$ cat src/design/imd_pkg.sv
`timescale 1ns / 1ps
`default_nettype none
// ----------------------------------------------------------------------------
// IMD parser package
// Shared types, record codes and format constants for the IMD stream parser.
// ----------------------------------------------------------------------------
package imd_pkg;

  // Parser phase
  typedef enum logic [3:0] {
    PH_COMMENT,
    PH_MODE,
    PH_CYL,
    PH_HEAD,
    PH_COUNT,
    PH_KEY,
    PH_ORDER,
    PH_CYLMAP,
    PH_HEADMAP,
    PH_TYPE,
    PH_FILL,
    PH_DATA,
    PH_HALT
  } phase_t;

  // Record kinds
  localparam logic [2:0] REC_TRACK  = 3'd0;
  localparam logic [2:0] REC_SECTOR = 3'd1;
  localparam logic [2:0] REC_DATA   = 3'd2;
  localparam logic [2:0] REC_FILL   = 3'd3;
  localparam logic [2:0] REC_ERROR  = 3'd4;

  // Error codes
  localparam logic ERR_SIZE_KEY    = 1'b0;
  localparam logic ERR_SECTOR_TYPE = 1'b1;

  // Format constants
  localparam logic [7:0]  COMMENT_END     = 8'h1A;
  localparam int          HEAD_CYLMAP_BIT = 7;   // 0x80
  localparam int          HEAD_HDMAP_BIT  = 6;   // 0x40
  localparam logic [7:0]  KEY_HARD_LIMIT  = 8'd7;
  localparam logic [7:0]  TYPE_MAX        = 8'd8;
  localparam logic [7:0]  TYPE_NO_DATA    = 8'd0;
  localparam int          TYPE_FILL_BIT   = 0;   // 0x01 of type - 1
  localparam int          TYPE_DEL_BIT    = 1;   // 0x02
  localparam int          TYPE_ERR_BIT    = 2;   // 0x04
  localparam logic [13:0] SECTOR_BASE     = 14'd128;

  // Mode decode
  localparam logic [7:0]  MODE_MFM_LO     = 8'd3;
  localparam logic [7:0]  MODE_MFM_HI     = 8'd5;
  localparam logic [1:0]  RATE_UNKNOWN    = 2'd3;

  // Command queue between front and back
  localparam int QUEUE_DEPTH = 2;
  localparam int QUEUE_PW    = (QUEUE_DEPTH > 1) ? $clog2(QUEUE_DEPTH) : 1;
  localparam int QUEUE_CW    = $clog2(QUEUE_DEPTH + 1);

  typedef struct packed {
    logic [7:0] file_byte;
    logic       start_of_file;
  } imd_in_t;

  typedef struct packed {
    logic [2:0] rec_kind;
    logic       double_density;
    logic [1:0] rate_code;
    logic [7:0] cylinder;
    logic       head_side;
    logic [7:0] sector_count;
    logic [2:0] size_key;
    logic [7:0] sector_id;
    logic       deleted_mark;
    logic       data_error;
    logic [7:0] byte_value;
    logic       error_code;
  } imd_out_t;

  // Classified record handed from front to back
  typedef struct packed {
    logic [2:0] kind;
    logic [7:0] mode;
    logic [7:0] cyl;
    logic       head;
    logic [7:0] count;
    logic [2:0] key;
    logic [7:0] sector_id;
    logic       deleted;
    logic       data_err;
    logic [7:0] value;
    logic       err_code;
  } cmd_t;

endpackage
`default_nettype wire

$ cat src/design/imd_front.sv
`timescale 1ns / 1ps
`default_nettype none
// ----------------------------------------------------------------------------
// IMD parser front end
// Walks the image byte stream, holds track state and the sector numbering
// map, and emits one classified command per record-producing byte.
// ----------------------------------------------------------------------------
module imd_front #(
  parameter int MAX_SECTORS    = 256,
  parameter int SIZE_KEY_LIMIT = 7
) (
  input  wire logic             clk,
  input  wire logic             rst,
  input  wire logic             take,
  input  wire imd_pkg::imd_in_t item,
  output logic                  cmd_valid,
  output imd_pkg::cmd_t         cmd
);

  localparam int AW = (MAX_SECTORS > 1) ? $clog2(MAX_SECTORS) : 1;

  imd_pkg::phase_t phase, phase_next;
  logic [7:0]  mode_reg, mode_reg_next;
  logic [7:0]  cyl_reg, cyl_reg_next;
  logic        head_reg, head_reg_next;
  logic        cyl_map_present, cyl_map_present_next;
  logic        head_map_present, head_map_present_next;
  logic [7:0]  count_reg, count_reg_next;
  logic [2:0]  key_reg, key_reg_next;
  logic [7:0]  sector_index, sector_index_next;
  logic [12:0] byte_index, byte_index_next;
  logic [7:0]  cur_id;

  logic [7:0] order_map [MAX_SECTORS];

  logic [7:0]  b;
  logic [7:0]  t;
  logic [7:0]  si_inc;
  logic        si_done;
  logic [12:0] bi_inc;
  logic        bi_done;
  logic        key_bad;
  logic        map_we;
  logic        wr_in_range;
  logic        rd_in_range;
  logic [AW-1:0] wr_addr;
  logic [AW-1:0] rd_addr;

  assign b       = item.file_byte;
  assign t       = b - 8'd1;
  assign si_inc  = sector_index + 8'd1;
  assign si_done = (si_inc >= count_reg) || (si_inc == 8'd0);
  assign bi_inc  = byte_index + 13'd1;
  assign bi_done = ({1'b0, bi_inc} >= (imd_pkg::SECTOR_BASE << key_reg)) ||
                   (bi_inc == 13'd0);
  assign key_bad = (b >= 8'(SIZE_KEY_LIMIT)) || (b >= imd_pkg::KEY_HARD_LIMIT);

  // Next state
  always_comb begin
    phase_next            = phase;
    mode_reg_next         = mode_reg;
    cyl_reg_next          = cyl_reg;
    head_reg_next         = head_reg;
    cyl_map_present_next  = cyl_map_present;
    head_map_present_next = head_map_present;
    count_reg_next        = count_reg;
    key_reg_next          = key_reg;
    sector_index_next     = sector_index;
    byte_index_next       = byte_index;
    if (take) begin
      if (item.start_of_file) begin
        mode_reg_next         = '0;
        cyl_reg_next          = '0;
        head_reg_next         = 1'b0;
        cyl_map_present_next  = 1'b0;
        head_map_present_next = 1'b0;
        count_reg_next        = '0;
        key_reg_next          = '0;
        sector_index_next     = '0;
        byte_index_next       = '0;
        phase_next = (b == imd_pkg::COMMENT_END) ? imd_pkg::PH_MODE : imd_pkg::PH_COMMENT;
      end else begin
        unique case (phase)
          imd_pkg::PH_COMMENT: begin
            if (b == imd_pkg::COMMENT_END) phase_next = imd_pkg::PH_MODE;
          end
          imd_pkg::PH_MODE: begin
            mode_reg_next = b;
            phase_next    = imd_pkg::PH_CYL;
          end
          imd_pkg::PH_CYL: begin
            cyl_reg_next = b;
            phase_next   = imd_pkg::PH_HEAD;
          end
          imd_pkg::PH_HEAD: begin
            cyl_map_present_next  = b[imd_pkg::HEAD_CYLMAP_BIT];
            head_map_present_next = b[imd_pkg::HEAD_HDMAP_BIT];
            head_reg_next         = b[0];
            phase_next            = imd_pkg::PH_COUNT;
          end
          imd_pkg::PH_COUNT: begin
            count_reg_next = b;
            phase_next     = imd_pkg::PH_KEY;
          end
          imd_pkg::PH_KEY: begin
            if (key_bad) begin
              phase_next = imd_pkg::PH_HALT;
            end else begin
              key_reg_next      = b[2:0];
              sector_index_next = '0;
              phase_next = (count_reg == 8'd0) ? imd_pkg::PH_MODE : imd_pkg::PH_ORDER;
            end
          end
          imd_pkg::PH_ORDER: begin
            sector_index_next = si_inc;
            if (si_done) begin
              sector_index_next = '0;
              priority if (cyl_map_present)  phase_next = imd_pkg::PH_CYLMAP;
              else if (head_map_present)     phase_next = imd_pkg::PH_HEADMAP;
              else                           phase_next = imd_pkg::PH_TYPE;
            end
          end
          imd_pkg::PH_CYLMAP: begin
            sector_index_next = si_inc;
            if (si_done) begin
              sector_index_next = '0;
              phase_next = head_map_present ? imd_pkg::PH_HEADMAP : imd_pkg::PH_TYPE;
            end
          end
          imd_pkg::PH_HEADMAP: begin
            sector_index_next = si_inc;
            if (si_done) begin
              sector_index_next = '0;
              phase_next        = imd_pkg::PH_TYPE;
            end
          end
          imd_pkg::PH_TYPE: begin
            priority if (b == imd_pkg::TYPE_NO_DATA) begin
              sector_index_next = si_inc;
              phase_next = si_done ? imd_pkg::PH_MODE : imd_pkg::PH_TYPE;
            end else if (b > imd_pkg::TYPE_MAX) begin
              phase_next = imd_pkg::PH_HALT;
            end else begin
              byte_index_next = '0;
              phase_next = t[imd_pkg::TYPE_FILL_BIT] ? imd_pkg::PH_FILL : imd_pkg::PH_DATA;
            end
          end
          imd_pkg::PH_FILL: begin
            sector_index_next = si_inc;
            phase_next = si_done ? imd_pkg::PH_MODE : imd_pkg::PH_TYPE;
          end
          imd_pkg::PH_DATA: begin
            byte_index_next = bi_inc;
            if (bi_done) begin
              sector_index_next = si_inc;
              phase_next = si_done ? imd_pkg::PH_MODE : imd_pkg::PH_TYPE;
            end
          end
          imd_pkg::PH_HALT: begin
          end
          default: begin
            phase_next = imd_pkg::PH_HALT;
          end
        endcase
      end
    end
  end

  // Command outputs
  always_comb begin
    cmd_valid     = 1'b0;
    cmd.kind      = imd_pkg::REC_TRACK;
    cmd.mode      = mode_reg;
    cmd.cyl       = cyl_reg;
    cmd.head      = head_reg;
    cmd.count     = count_reg;
    cmd.key       = key_reg;
    cmd.sector_id = cur_id;
    cmd.deleted   = t[imd_pkg::TYPE_DEL_BIT];
    cmd.data_err  = t[imd_pkg::TYPE_ERR_BIT];
    cmd.value     = b;
    cmd.err_code  = imd_pkg::ERR_SIZE_KEY;
    if (take && !item.start_of_file) begin
      unique case (phase)
        imd_pkg::PH_KEY: begin
          cmd_valid = 1'b1;
          cmd.key   = b[2:0];
          cmd.kind  = key_bad ? imd_pkg::REC_ERROR : imd_pkg::REC_TRACK;
        end
        imd_pkg::PH_TYPE: begin
          cmd_valid = (b != imd_pkg::TYPE_NO_DATA);
          if (b > imd_pkg::TYPE_MAX) begin
            cmd.kind     = imd_pkg::REC_ERROR;
            cmd.err_code = imd_pkg::ERR_SECTOR_TYPE;
          end else begin
            cmd.kind = imd_pkg::REC_SECTOR;
          end
        end
        imd_pkg::PH_FILL: begin
          cmd_valid = 1'b1;
          cmd.kind  = imd_pkg::REC_FILL;
        end
        imd_pkg::PH_DATA: begin
          cmd_valid = 1'b1;
          cmd.kind  = imd_pkg::REC_DATA;
        end
        default: begin
          cmd_valid = 1'b0;
        end
      endcase
    end
  end

  // Numbering map: one write port, one registered read port that tracks the
  // sector index, with write-through for a same-cycle write.
  assign wr_in_range = ({1'b0, sector_index} < 9'(MAX_SECTORS));
  assign rd_in_range = ({1'b0, sector_index_next} < 9'(MAX_SECTORS));
  assign wr_addr     = AW'(sector_index);
  assign rd_addr     = AW'(sector_index_next);
  assign map_we      = take && !item.start_of_file &&
                       (phase == imd_pkg::PH_ORDER) && wr_in_range;

  always_ff @(posedge clk) begin
    if (map_we) order_map[wr_addr] <= b;
    if (!rd_in_range)                        cur_id <= '0;
    else if (map_we && (wr_addr == rd_addr)) cur_id <= b;
    else                                     cur_id <= order_map[rd_addr];
  end

  always_ff @(posedge clk) begin
    if (rst) begin
      phase            <= imd_pkg::PH_COMMENT;
      mode_reg         <= '0;
      cyl_reg          <= '0;
      head_reg         <= 1'b0;
      cyl_map_present  <= 1'b0;
      head_map_present <= 1'b0;
      count_reg        <= '0;
      key_reg          <= '0;
      sector_index     <= '0;
      byte_index       <= '0;
    end else begin
      phase            <= phase_next;
      mode_reg         <= mode_reg_next;
      cyl_reg          <= cyl_reg_next;
      head_reg         <= head_reg_next;
      cyl_map_present  <= cyl_map_present_next;
      head_map_present <= head_map_present_next;
      count_reg        <= count_reg_next;
      key_reg          <= key_reg_next;
      sector_index     <= sector_index_next;
      byte_index       <= byte_index_next;
    end
  end

endmodule
`default_nettype wire

$ cat src/design/imd_queue.sv
`timescale 1ns / 1ps
`default_nettype none
// ----------------------------------------------------------------------------
// IMD command queue
// Short FIFO of classified commands between parser front and back end.
// ----------------------------------------------------------------------------
module imd_queue (
  input  wire logic          clk,
  input  wire logic          rst,
  input  wire logic          push,
  input  wire imd_pkg::cmd_t push_data,
  output logic               has_space,
  input  wire logic          pop,
  output logic               not_empty,
  output imd_pkg::cmd_t      head_data
);

  localparam logic [imd_pkg::QUEUE_PW-1:0] LAST_PTR =
    imd_pkg::QUEUE_PW'(imd_pkg::QUEUE_DEPTH - 1);
  localparam logic [imd_pkg::QUEUE_CW-1:0] FULL_COUNT =
    imd_pkg::QUEUE_CW'(imd_pkg::QUEUE_DEPTH);

  imd_pkg::cmd_t slots [imd_pkg::QUEUE_DEPTH];
  logic [imd_pkg::QUEUE_PW-1:0] wr_ptr, rd_ptr;
  logic [imd_pkg::QUEUE_CW-1:0] fill;
  logic do_push, do_pop;

  assign has_space = (fill != FULL_COUNT);
  assign not_empty = (fill != '0);
  assign do_push   = push && has_space;
  assign do_pop    = pop && not_empty;
  assign head_data = slots[rd_ptr];

  always_ff @(posedge clk) begin
    if (do_push) slots[wr_ptr] <= push_data;
  end

  always_ff @(posedge clk) begin
    if (rst) begin
      wr_ptr <= '0;
      rd_ptr <= '0;
      fill   <= '0;
    end else begin
      if (do_push) wr_ptr <= (wr_ptr == LAST_PTR) ? '0 : wr_ptr + 1'b1;
      if (do_pop)  rd_ptr <= (rd_ptr == LAST_PTR) ? '0 : rd_ptr + 1'b1;
      unique case ({do_push, do_pop})
        2'b10:   fill <= fill + 1'b1;
        2'b01:   fill <= fill - 1'b1;
        default: fill <= fill;
      endcase
    end
  end

endmodule
`default_nettype wire

$ cat src/design/imd_back.sv
`timescale 1ns / 1ps
`default_nettype none
// ----------------------------------------------------------------------------
// IMD parser back end
// Decodes the mode byte, masks unused fields per record kind and drives the
// registered result channel.
// ----------------------------------------------------------------------------
module imd_back (
  input  wire logic          clk,
  input  wire logic          rst,
  input  wire logic          cmd_valid,
  input  wire imd_pkg::cmd_t cmd,
  output logic               cmd_pop,
  output logic               rec_valid,
  input  wire logic          rec_ready,
  output imd_pkg::imd_out_t  rec_item
);

  imd_pkg::imd_out_t fmt;
  logic              dd;
  logic [1:0]        rate;
  logic              has_track, has_id, has_flags, has_value, is_error;

  assign cmd_pop = cmd_valid && (!rec_valid || rec_ready);

  assign dd = (cmd.mode >= imd_pkg::MODE_MFM_LO) && (cmd.mode <= imd_pkg::MODE_MFM_HI);

  always_comb begin
    unique case (cmd.mode)
      8'd0, 8'd3: rate = 2'd0;
      8'd1, 8'd4: rate = 2'd1;
      8'd2, 8'd5: rate = 2'd2;
      default:    rate = imd_pkg::RATE_UNKNOWN;
    endcase
  end

  assign is_error  = (cmd.kind == imd_pkg::REC_ERROR);
  assign has_track = !is_error;
  assign has_id    = (cmd.kind == imd_pkg::REC_SECTOR) || (cmd.kind == imd_pkg::REC_DATA) ||
                     (cmd.kind == imd_pkg::REC_FILL);
  assign has_flags = (cmd.kind == imd_pkg::REC_SECTOR);
  assign has_value = (cmd.kind == imd_pkg::REC_DATA) || (cmd.kind == imd_pkg::REC_FILL);

  always_comb begin
    fmt                = '0;
    fmt.rec_kind       = cmd.kind;
    if (has_track) begin
      fmt.double_density = dd;
      fmt.rate_code      = rate;
      fmt.cylinder       = cmd.cyl;
      fmt.head_side      = cmd.head;
      fmt.sector_count   = cmd.count;
      fmt.size_key       = cmd.key;
    end
    if (has_id)    fmt.sector_id    = cmd.sector_id;
    if (has_flags) begin
      fmt.deleted_mark = cmd.deleted;
      fmt.data_error   = cmd.data_err;
    end
    if (has_value) fmt.byte_value   = cmd.value;
    if (is_error)  fmt.error_code   = cmd.err_code;
  end

  always_ff @(posedge clk) begin
    if (cmd_pop) rec_item <= fmt;
  end

  always_ff @(posedge clk) begin
    if (rst) begin
      rec_valid <= 1'b0;
    end else if (cmd_pop) begin
      rec_valid <= 1'b1;
    end else if (rec_ready) begin
      rec_valid <= 1'b0;
    end
  end

endmodule
`default_nettype wire

$ cat src/design/imd_disk_image_stream_parser.sv
`timescale 1ns / 1ps
`default_nettype none
// ----------------------------------------------------------------------------
// IMD disk image stream parser
// Byte-stream parser for ImageDisk images: track headers, sector headers,
// data bytes, fill records and error records.
// ----------------------------------------------------------------------------
// byte channel (byte_valid/byte_ready/byte_item): one image byte per
//   transaction; start_of_file restarts parsing with that byte as the first
//   of a new image. rec channel (rec_valid/rec_ready/rec_item): zero or one
//   record per byte, in byte order, unused fields zero.
// Throughput: one byte per cycle when not stalled; the numbering map read
//   port tracks the sector index, so the entry is ready before the type byte.
// Path: a command enters the queue at its byte's accepting edge and moves to
//   the output register when that register is free or being emptied;
//   rec_item is registered and rec_valid rises once the command is in it.
// Stall: byte_ready is low while both queue entries are taken; bytes are
//   taken again once a record leaves the queue.
// Reset: clears the parser to comment skip and empties queue and output;
//   the numbering map is not cleared. After a bad size key or sector type
//   one error record is given and bytes are swallowed until start_of_file.
// ----------------------------------------------------------------------------
module imd_disk_image_stream_parser #(
  parameter int MAX_SECTORS    = 256,
  parameter int SIZE_KEY_LIMIT = 7
) (
  input  wire logic              clk,
  input  wire logic              rst,
  input  wire logic              byte_valid,
  output logic                   byte_ready,
  input  wire imd_pkg::imd_in_t  byte_item,
  output logic                   rec_valid,
  input  wire logic              rec_ready,
  output imd_pkg::imd_out_t      rec_item
);

  logic          take;
  logic          cmd_valid;
  imd_pkg::cmd_t cmd;
  logic          q_has_space;
  logic          q_not_empty;
  logic          q_pop;
  imd_pkg::cmd_t q_head;

  // A byte is taken whenever the queue has a free slot, whether or not it
  // produces a record; this keeps byte_ready a pure register decode.
  assign byte_ready = q_has_space;
  assign take       = byte_valid && byte_ready;

  imd_front #(
    .MAX_SECTORS    (MAX_SECTORS),
    .SIZE_KEY_LIMIT (SIZE_KEY_LIMIT)
  ) u_front (
    .clk       (clk),
    .rst       (rst),
    .take      (take),
    .item      (byte_item),
    .cmd_valid (cmd_valid),
    .cmd       (cmd)
  );

  imd_queue u_queue (
    .clk       (clk),
    .rst       (rst),
    .push      (cmd_valid),
    .push_data (cmd),
    .has_space (q_has_space),
    .pop       (q_pop),
    .not_empty (q_not_empty),
    .head_data (q_head)
  );

  imd_back u_back (
    .clk       (clk),
    .rst       (rst),
    .cmd_valid (q_not_empty),
    .cmd       (q_head),
    .cmd_pop   (q_pop),
    .rec_valid (rec_valid),
    .rec_ready (rec_ready),
    .rec_item  (rec_item)
  );

endmodule
`default_nettype wire
$ cat config.mk
export PLATFORM = sky130hd
export DESIGN_NAME = imd_disk_image_stream_parser
export DESIGN_NICKNAME = d
export VERILOG_FILES = /design/src/design/imd_pkg.sv /design/src/design/imd_front.sv /design/src/design/imd_queue.sv /design/src/design/imd_back.sv /design/src/design/imd_disk_image_stream_parser.sv
export SDC_FILE = /design/constraint.sdc
export NUM_CORES = 2
export LEC_CHECK = 0
export BUFFER_PORTS_ARGS = -buffer_cell sky130_fd_sc_hd__buf_2
export CELL_PAD_IN_SITES_DETAIL_PLACEMENT = 1
export CELL_PAD_IN_SITES_GLOBAL_PLACEMENT = 1
export CORE_ASPECT_RATIO = 1.4
export CORE_MARGIN = 1
export CORE_UTILIZATION = 48
export CTS_BUF_LIST = sky130_fd_sc_hd__clkbuf_8 sky130_fd_sc_hd__clkbuf_16
export CTS_CLUSTER_DIAMETER = 200
export DETAILED_ROUTE_END_ITERATION = 10
export HOLD_SLACK_MARGIN = 0.1
export PLACE_DENSITY = 0.77
export SETUP_SLACK_MARGIN = 0.4
export SYNTH_ARGS = -nofsm -noshare
export SYNTH_HDL_FRONTEND = slang
export SYNTH_SLANG_ARGS = --single-unit
$ cat constraint.sdc
create_clock -name clk -period 4.83 [get_ports clk]
set_input_delay 0.2415 -clock clk [delete_from_list [all_inputs] [get_ports clk]]
set_output_delay 0.2415 -clock clk [all_outputs]
set_load 0.01 [all_outputs]
==> impl.org <==
** Critical path
- STA classifies the critical path startpoint as a flip-flop.
- Stages on worst setup path :: 7
- By startpoint and endpoint, the worst setup path is classified as flip-flop to flip-flop.
- Cell count of the worst reg-to-reg path :: 7
- Max Fanout on Critical Path :: 17
- The number of buffers and inverters on the critical path is 0.
- For this run, the slowest stage of the critical path takes 990 ps.
- Among the stages of the critical path, the cell type that occurs most often is nor2_1.
- Critical path cell sequence :: nand2b_1 -> nand2_1 -> nor2_1 -> nand3_1 -> nor2_1 -> nand2_2 -> nor2_1
- Worst Path Arrival :: 4430 ps
- Crit-path leading delay family :: simple AND/OR/NAND/NOR gates
- Cell with the biggest individual delay on the critical path :: nor2_1
- For the worst setup path, the data required time is 5290 ps.
- The worst setup path is captured at a flip-flop.

** Power and ir drop
- Peak ir drop on the vdd network :: 385 µV
- In this run the static leakage power is 29.3 nW.
- In this run the power density over the cells is 380 nW/µm².
- Overall power :: 37.3 mW

** Drt
- Detailed routing placed a total of 13200 µm of wire on met3.
- In this run the top signal layer used is met5.
- Across all layers, the routed design uses 42310 vias.
- Post-Route M1 WL :: 80000 µm
- The count of nets left with antenna violations once routing finished came out at 0.
- DRC violation count after routing :: 0
- In the detailed route, the total length drawn on met2 is 119000 µm.
- Ratio of routed vias to standard cells :: 6.19
- Detailed-routing iteration count for the pre-antenna-repair pass :: 5
- In the final routed layout, each cell accounts on average for 32.6 µm.
- Drt total wl :: 223000 µm
- Drt first-iter violations :: 4410

** GRT
- Vias in the first global route :: 45410
- The initial antenna violation count came to 7.
- First-pass GRT wire length :: 322000 µm
- Aggregate global-route resource usage :: 24.3%
- Summed over all layers, the global routing overflow is 0.
- Pin count of the biggest net entering global routing :: 197

** Floorplan
- Measured along the x axis, the die boundary spans 364 µm.
- The core region is 182000 µm².
- The initial utilization of the core area, before any placement, comes to 48.5%.
- For this design the top-level I/O count stands at 60.
- The initialized floorplan defines 185 standard-cell rows.
- Total Die Area :: 185000 µm²
- The floorplan step set the die height to 509 µm.

** Placed design
- Post-detail-place hpwl :: 136000 µm
- At the end of routability-driven placement, the weighted congestion stood at 0.838.
- Buffers placed on the I/O ports in this run total 59.

** Logic synthesis
- Most instantiated cells after synthesis :: 2193 x edfxtp_1, 640 x mux4_2, 382 x nor2_1, 141 x mux2i_1, 137 x clkbuf_1
- Of the synthesized area, sequential elements account for 76.2%.
- Synthesis inferred 2262 register bits.
- Summed over all instances, the cell type with the most area after synthesis is edfxtp_1.
- Yosys attributes the largest share of cell area to edfxtp_1 75%, mux4_2 16%, nor2_1 1.6%.
- After technology mapping, the gate count stands at 4087.
- Counting distinct cell types in the post-synthesis netlist gives 64.
- Share of the synthesized area in the top cell type :: 74.7%
- Flip-flop cell with the highest count after synthesis :: edfxtp_1
- The average instance in the mapped netlist occupies 21.6 µm².
- Syn Nets :: 4123
- EDFF count, synth :: 2193
- During synthesis, Yosys emitted a total of 0 warnings.
- The cell area that synthesis handed to floorplanning was 88200 µm².
- Fraction of synthesis flops using an asynchronous set or reset pin :: 0%
- Most numerous cell in the Yosys netlist :: edfxtp_1

** Clock network
- TritonCTS built the clock tree.
- The clock tree synthesis step divided the H-tree into 4 levels.
- The clock reaches the later pin of the worst-skew pair after 850 ps.
- Number of buffers created by CTS :: 192
- Clock-pin slew was measured on the worst setup and hold paths at 70 ps.
- Once the clock tree was built, the setup fixing pass inserted 0 buffers.
- The clock drives 2262 sinks.
- Cell chosen for the clock root :: clkbuf_16
- No sink is reached through more buffers than the 3 on the longest clock path.

** Worst hold path
- Min-Delay Path Depth :: 2
- In this run the worst hold path is classified as primary input to flip-flop.

** Timing
- The worst pin sits at a relative slew slack of 14.5%.
- Min cycle time layout :: 3970 ps
- Across the routed clock network, the largest skew measured is 25.0 ps.
- Timing would allow up to 252 MHz.
- RSZ-0062 raised after global routing :: false
- Final period util :: 82.1%
- Fin. max-slew vios :: 0
- The count of final hold-check violations came to 0.
- TNS Setup :: 0 ps
- At the pin with the least slew margin, the transition time is 1280 ps.
- Setup violations remaining at the end of the flow were counted as 0.

** Final layout
- Share of layout cells above drive strength 1 :: 25.8%
- The register with the most flip-flops in the final layout is u_front.order_map.
- For this run, the post-layout net count is 4287.
- From synthesis to final layout, the design area changed by 11.4%.
- In the final layout, the registers with the most flip-flops are u_front.order_map: 2048 flops, u_queue.slots: 100 flops, u_back.rec_item: 45 flops.
- Max reg flops :: 2048

** Run
- Max capacitance violation total :: 0

** Status
- Result of the run :: complete, no violations
[timing repair]
action                                 in CTS  in global routing
endpoints found under the hold margin     392                  0
gates resized for setup                     0                  0
hold buffers                               13                  0
[layout make-up]
class | instances | area (µm²)
inverter | 29 | 109
clock inverter | 144 | 1150
clock buffer | 201 | 4970
sequential | 2262 | 67300
antenna | 4 | 10.0
multi-input combinational | 1566 | 20000
timing repair buffer | 200 | 1770
fill | 15739 | 83700
tap | 2431 | 3040
[metrics by stage]
step	worst slack (ps)	hold WS, ps	cell area, µm²	instances	util, %
after CTS	885	229	98300	6833	54.0
after floorplan	1040	340	88200	4087	-
after global routing	542	263	98300	6835	54.0
after detailed placement	933	452	92000	6475	50.6
after global placement	1090	435	92000	6475	50.6
final	864	278	98300	6837	54.0
[worst reg2reg max path, stage by stage (launching register included)]
cell      delay (ps)
dfxtp_1          410
nand2b_1         180
nand2_1          260
nor2_1           230
nand3_1          250
nor2_1           460
nand2_2          790
nor2_1          1000
[cell usage in the layout, fill, tap and decap left out, types with 13 or more instances in the layout]
master	instances
buf_2	51
a21oi_1	33
clkinv_1	42
a22oi_1	34
bufinv_16	18
inv_1	63
nor2b_1	25
mux2i_1	141
o21ai_0	31
clkbuf_16	196
buf_12	24
buf_4	104
dlygate4sd3_1	13
nor2_1	380
edfxtp_1	2193
nand3_1	25
dfxtp_1	62
ha_1	23
nand2_1	55
mux4_2	640
clkinv_2	31
[final timing paths]
kind                             from                        end  slack (ps)
hold reg to reg   u_front.mode_reg[1]       u_queue.slots[1][40]         470
hold / removal           byte_item[7]  u_front.order_map[165][6]         280
setup / recovery      u_queue.fill[0]  u_front.order_map[162][4]         860
setup reg to reg      u_queue.fill[0]  u_front.order_map[162][4]         860
[cells by family (layout without fill, tap and decap cells)]
logic type	count (synthesis)	after routing	synth area share (%)
other	0	4	0
adder cells (fa/ha/maj)	24	24	0.338
AO/OA/AOI/OAI	145	145	1.08
multiplexers	784	784	18.0
XOR/XNOR	15	15	0.149
flip-flops	2262	2262	76.2
buffers and inverters	259	574	1.19
AND/OR/NAND/NOR	598	598	3.02
[where the power goes]
group	internal, mW	switching, mW	leakage (nW)	total [mW]
logic	0.0812	0.427	5.93	0.508
clock network	8.38	6.94	3.13	15.3
registers	21.5	0.0167	20.2	21.5
[layer usage]
metal	track usage, %	vias to the layer above
li1	-	17248
met1	29.5	22752
met2	43.4	1892
met3	3.49	412
met4	10.3	6
met5	0	-
Power figures use the tool's default switching activity.
